<file path="config.mk">
export PLATFORM = sky130hd
export DESIGN_NAME = pfa_free_stack
export DESIGN_NICKNAME = d
export VERILOG_FILES = /design/src/rtl/pfa_pkg.sv /design/src/rtl/pfa_free_stack.sv
export SDC_FILE = /design/constraint.sdc
export NUM_CORES = 2
export LEC_CHECK = 0
export ABC_AREA = 1
export ABC_CLOCK_PERIOD_IN_PS = 7100
export BUFFER_PORTS_ARGS = -buffer_cell sky130_fd_sc_hd__buf_2
export CAP_MARGIN = 20
export CORE_MARGIN = 1
export CORE_UTILIZATION = 40
export DETAILED_ROUTE_END_ITERATION = 8
export PLACE_DENSITY_LB_ADDON = 0.25
export SETUP_SLACK_MARGIN = 0.02
export SLEW_MARGIN = 20
export SYNTH_ARGS = -nofsm -noshare
export SYNTH_HDL_FRONTEND = slang
export SYNTH_SLANG_ARGS = --single-unit
</file>
<file path="constraint.sdc">
create_clock -name aclk -period 7.1 [get_ports aclk]
set_clock_uncertainty 0.15 [all_clocks]
set_input_delay 0.355 -clock aclk [delete_from_list [all_inputs] [get_ports aclk]]
set_output_delay 0.355 -clock aclk [all_outputs]
set_load 0.02 [all_outputs]
</file>
<file path="src/rtl/pfa_pkg.sv">
// Shared types and constants of the physical frame allocator.
`timescale 1ns / 1ps
`default_nettype none

package pfa_pkg;

    // Item commands
    localparam logic [1:0] CMD_LOAD  = 2'd0;
    localparam logic [1:0] CMD_ALLOC = 2'd1;
    localparam logic [1:0] CMD_FREE  = 2'd2;

    // Result status codes
    localparam logic [2:0] STATUS_OK       = 3'd0;
    localparam logic [2:0] STATUS_NOMEM    = 3'd1;
    localparam logic [2:0] STATUS_REJECT   = 3'd2;
    localparam logic [2:0] STATUS_DISCARD  = 3'd3;
    localparam logic [2:0] STATUS_MAP_FULL = 3'd4;

    // Address map constants
    localparam logic [31:0] USABLE_TYPE = 32'd7;
    localparam logic [51:0] FRAME_BYTES = 52'd4096;
    localparam logic [51:0] LOW_RESERVE = 52'h0_0000_0010_0000;
    localparam logic [52:0] ADDR_LIMIT  = 53'h10_0000_0000_0000;

    typedef struct packed {
        logic [1:0]  cmd;
        logic [31:0] region_type;
        logic [51:0] region_base;
        logic [39:0] region_pages;
        logic [51:0] free_address;
    } in_t;

    typedef struct packed {
        logic [51:0] frame_address;
        logic [2:0]  status;
        logic [40:0] pages_in_use;
    } out_t;

    typedef struct packed {
        logic [51:0] start;
        logic [39:0] pages;
        logic        usable;
    } map_entry_t;

endpackage

`default_nettype wire

</file>
<file path="src/rtl/pfa_free_stack.sv">
// Stack of returned frames held in a memory with a registered pop port.
`timescale 1ns / 1ps
`default_nettype none

module pfa_free_stack
    import pfa_pkg::*;
#(
    parameter int DEPTH = 64,
    localparam int CW = $clog2(DEPTH + 1),
    localparam int AW = (DEPTH > 1) ? $clog2(DEPTH) : 1
) (
    input  wire logic        aclk,
    input  wire logic        aresetn,
    input  wire logic        push,
    input  wire logic [51:0] push_data,
    input  wire logic        pop,
    output logic [51:0]      pop_data,
    output logic             empty,
    output logic             full
);

    logic [51:0]   mem [DEPTH];
    logic [CW-1:0] count_reg;
    logic [CW-1:0] count_next;
    logic [CW-1:0] top_index;
    logic [51:0]   pop_data_reg;

    assign empty     = (count_reg == '0);
    assign full      = (count_reg == CW'(DEPTH));
    assign top_index = count_reg - CW'(1);
    assign pop_data  = pop_data_reg;

    // Move the stack pointer
    always_comb begin
        count_next = count_reg;
        if (push && !full) begin
            count_next = count_reg + CW'(1);
        end else if (pop && !empty) begin
            count_next = count_reg - CW'(1);
        end
    end

    always_ff @(posedge aclk) begin
        if (!aresetn) begin
            count_reg <= '0;
        end else begin
            count_reg <= count_next;
        end
    end

    // Push writes above the top, pop reads the top entry
    always_ff @(posedge aclk) begin
        if (push && !full) begin
            mem[count_reg[AW-1:0]] <= push_data;
        end
        if (pop && !empty) begin
            pop_data_reg <= mem[top_index[AW-1:0]];
        end
    end

    // Controller never overruns or underruns the stack
    a_no_push_full: assert property (@(posedge aclk) disable iff (!aresetn)
        !(push && full))
        else $error("push while stack full");
    a_no_pop_empty: assert property (@(posedge aclk) disable iff (!aresetn)
        !(pop && empty))
        else $error("pop while stack empty");

endmodule

`default_nettype wire

</file>
### Word-level counts from Yosys, hierarchy flattened

Memory sizes are Yosys's and may differ from the RTL's. A register that Yosys moved wholly into a read port is not among the register bits.
Index checks and enable logic that the tools add are counted.

| operators by class | value |
|---|---|
| add/subtract/negate cells | 2 |
| multiply operators | 0 |
| divide/modulo/power cells | 0 |
| order comparisons | 0 |
| eq/ne operators | 1 |
| shifts and indexed selects | 0 |
| muxes and demuxes | 4 |
| bitwise logic cells | 0 |
| reductions and logical operators | 6 |

Operators with widths:

| operator | number |
|---|---|
| two-way mux 7 bit | 2 |
| adder 7 x 1 -> 7 bit (second input constant) | 1 |
| equality test 7 bit (second input constant) | 1 |
| zero test 7 bit | 1 |
| subtractor 7 x 1 -> 7 bit (second input constant) | 1 |
| logical AND 1 bit | 2 |
| zero test 1 bit | 2 |
| two-way mux 1 bit | 2 |
| nonzero test 2 bit | 1 |

| word-level totals | value |
|---|---|
| flip-flop bits (word level) | 7 |
| latch bits | 0 |
| memory bits (writable) | 3328 |
| ROM bits | 0 |
| input port bits | 56 |
| output and inout port bits | 54 |
| word-level logic and storage cells | 15 |
| memories kept | 1 |

Memory list:

| memory | words | bits a word | read ports | clocked after memory_dff | write ports | line | text |
|---|---|---|---|---|---|---|---|
| mem | 64 | 52 | 1 | 1 | 1 | pfa_free_stack.sv:22 | `logic [51:0] mem [DEPTH];` |

### Longest topological paths before layout

| logic depth | value |
|---|---|
| depth after elaboration | 5 |
| mapped depth | 19 |
| depth with buffers taken out | 13 |

### Worst setup path after synthesis

OpenSTA, ideal clock, no wires.

| timing path | value |
|---|---|
| path type | register -> register |
| start | reg count_reg[0] |
| end | mem mem[63][0], enable pin |
| setup time | 0.526 ns |
| arrival time | 5.067 ns |
| required time | 6.424 ns |
| path slack | 1.357 ns |
| cell stages (with the launch flop) | 13 |
| path buffers | 5 |
| clock period less this slack | 5.743 ns |
| path through | dfxtp_1 > buf_4 > inv_2 > buf_2 > buf_2 > buf_2 > ha_1 > nand2_1 > nor2_1 > nand2_1 > nand2_1 > buf_2 > nor3_1 |

| on the way | value |
|---|---|
| cells in the longest elaborated chain, start to end | 5 |

RTL lines:

| what | line | text |
|---|---|---|
| from (decl) | pfa_free_stack.sv:23 | `logic [CW-1:0] count_reg;` |
| from (signal assigned) | pfa_free_stack.sv:47 | `count_reg <= count_next;` |
| equality test 7 bit | pfa_free_stack.sv:29 | `assign full = (count_reg == CW'(DEPTH));` |
| zero test 1 bit | pfa_free_stack.sv:53 | `if (push && !full) begin` |
| logical AND 1 bit | pfa_free_stack.sv:53 |  |
| two-way mux 1 bit | pfa_free_stack.sv:53 |  |
| two-way mux 1 bit (not written as such) | pfa_free_stack.sv:54 | `mem[count_reg[AW-1:0]] <= push_data;` |
| to (decl) | pfa_free_stack.sv:22 |  |

Several ways; a longest one is shown, not always the timed one.

### Worst setup path in the final report

| timing path | value |
|---|---|
| start | reg count_reg[0] |
| end | mem mem[58][7], enable pin |

The elaborated chain is that of the path after synthesis.

==> flow_metrics.env <==
export IMPL_status="finished clean"
export IMPL_dieHeight_um=583
export IMPL_cts_setup_buffers=0
export IMPL_start_util_pct=40.3
export IMPL_crit_type="register to register"
export IMPL_vias_per_cell=5.74
export IMPL_crit_family="simple AND/OR/NAND/NOR gates"
export IMPL_grt_pass1_wl_um=631000
export IMPL_ys_warn_count=0
export IMPL_ant_nets=0
export IMPL_root_buffer="clkbuf_16"
export IMPL_critPathSlowestCell="nor2_4"
export IMPL_hold_slack_ps=46.2
export IMPL_dr_pass1_iters=7
export IMPL_cp_max_fo=122
export IMPL_max_freq_mhz=203
export IMPL_cts_tree="built"
export IMPL_path_buf_inv=3
export IMPL_finalHoldViolations=0
export IMPL_die_w_um=583
export IMPL_cp_start_kind="register"
export IMPL_max_stage_delay_ps=910
export IMPL_p_leak_nw=53.4
export IMPL_final_layout_size_suffix_gt1_share_pct=7.97
export IMPL_fin_ws_ps=2170
export IMPL_drc_errors=0
export IMPL_fin_setup_tns_ps=0
export IMPL_path_cells="inv_8, ha_1, nand2_1, nor2_1, nand2_1, nand2_1, inv_1, nand3_1, nor2_4, buf_4"
export IMPL_crit_top_cell="nand2_1"
export IMPL_place_hpwl_um=223000
export IMPL_largest_reg_flops=3328
export IMPL_worstPathArrival_ps=5310
export IMPL_slew_headroom_pct=18.8
export IMPL_worstMarginPinSlew_ps=1210
export IMPL_wire_per_inst_um=28.0
export IMPL_finalCritPeriodShare_pct=69.4
export IMPL_core_area_um2=335000
export IMPL_hp_class="primary input to register"
export IMPL_die_area_um2=340000
export IMPL_io_buffers=109
export IMPL_postSynthAreaPerCell_um2=12.2
export IMPL_place_area_um2=141000
export IMPL_syn_inst=11100
export IMPL_clkSlewWorstSetupHoldPaths_ps=60
export IMPL_ys_seq_area_share_pct=75.3
export IMPL_slew_viol_final=0
export IMPL_layout_nets=11200
export IMPL_drt_iter0_markers=12700
export IMPL_vias=91300
export IMPL_peakVddDrop_mv=0.220
export IMPL_area_delta_synth_final_pct=13.6
export IMPL_stdcell_area_um2=153000
export IMPL_synth_cell_types=21
export IMPL_fill_cells=29800
export IMPL_worstPathRequired_ps=7490
export IMPL_drt_total_wl_um=445000
export IMPL_clk_latency_ps=940
export IMPL_crit_path_end_kind="register"
export IMPL_syn_num_nets=11100
export IMPL_netlist_area_um2=135000
export IMPL_grt_max_degree=217
export IMPL_ctsHtreeMaxLevel=5
export IMPL_io_pin_count=110
export IMPL_rsz0062_at_grt="false"
export IMPL_grt_pass1_vias=85900
export IMPL_yosys_register_bits=3387
export IMPL_track_usage_pct=25.6
export IMPL_power_density_nw_per_um2=331
export IMPL_fp_row_count=212
export IMPL_gp_congestion=0.823
export IMPL_cts_buffers_inserted=356
export IMPL_p_total_mw=50.8
export IMPL_overflow=0
export IMPL_drv_cap=0
export IMPL_setup_viol_count_final=0
export IMPL_antenna_found_initial=32
export IMPL_preCtsSetupSlack_ps=2370
export IMPL_fin_crit_ps=4930
export IMPL_clock_path_buffers=4
export IMPL_cts_sinks=3387
==> stage by stage <==
step	util, %	std cells
final	45.8	15900
after detailed placement	42.1	15200
after global placement	42.1	15200
after CTS	45.7	15900
after global routing	45.8	15900
after floorplan	-	11100
==> cells in the mapped netlist, drive strengths merged <==
master	count	area (um^2)
nand2	3790	14200
edfxtp	3380	101000
nand3	3055	15300
buf	483	2410
clkbuf	249	935
nor2	69	259
inv	19	71.3
o21ai	8	40.0
a21oi	7	35.0
dfxtp	7	140
xor2	6	60.1
nand4	4	25.0
ha	3	37.5
clkinv	2	7.51
nor3	2	10.0
==> routing by layer <==
metal | share of wire (%) | track usage (%)
met5 | 0.013 | 0
met4 | 3.7 | 8.87
met3 | 10 | 4.69
met2 | 46 | 40.3
met1 | 40 | 35.7
==> path summary, 6_finish.rpt <==
path	start	end	slack, ps	cells past startpoint
setup / recovery	count_reg[0]	mem[58][7]	2170	10
hold / removal	push_data[38]	mem[52][38]	50	1
setup reg to reg	count_reg[0]	mem[58][7]	2170	10
hold reg to reg	count_reg[6]	count_reg[6]	380	2
==> layout make-up <==
cell class              instances  area [um^2]  area share (%)
clock buffers                 433         9380            6.11
diodes                         14         35.0          0.0228
multi-input cells            6944        30500            19.9
inverters                      21          104          0.0677
repair buffers                394         3880            2.53
well taps                    4494         5620            3.67
flip-flops and latches       3387       102000            66.3
clock inverters               212         2170            1.41
==> cells by family (layout without fill, tap and decap cells) <==
family	Yosys count	count (layout)	share of synthesized area (%)
and+or+nand+nor	6920	6920	22.1
DFF	3387	3387	75.3
buffers and inverters	753	1060	2.54
AOI/OAI and AO/OA	15	15	0.0556
xor gates and xnor gates	6	6	0.0445
adders and majority gates	3	3	0.0278
other	0	14	0
==> power by group <==
group	switching, mW	internal, mW	leakage, nW
Clock	7.88	10.8	5.62
Sequential	0.286	22.4	30.5
Combinational	7.03	2.41	17.3
Total	15.2	35.6	53.4
==> layout by cell type, fill, tap and decap left out, types with 2 or more instances in the layout <==
master,instances
nand2_1,3784
edfxtp_1,3380
nand3_1,3055
clkbuf_16,363
buf_4,191
clkinv_1,93
buf_2,72
buf_12,70
clkbuf_1,67
nor2_4,63
clkinv_2,52
dlygate4sd3_1,51
bufinv_16,37
diode_2,14
inv_1,14
o21ai_0,8
clkinv_8,8
clkinvlp_4,8
a21oi_1,7
nor2_1,6
inv_6,6
dfxtp_1,6
buf_6,6
xor2_1,5
nand2_4,4
nand4_1,4
clkinv_16,4
inv_16,4
buf_16,4
inv_8,3
clkbuf_8,3
inv_2,2
inv_4,2
ha_1,2
==> repair_timing <==
action                    in CTS  in global routing
hold endpoints to repair    1033               1920
hold buffers                  21                 30
resized for setup              0                  0
Note: power is estimated with default switching activity, not from simulation.
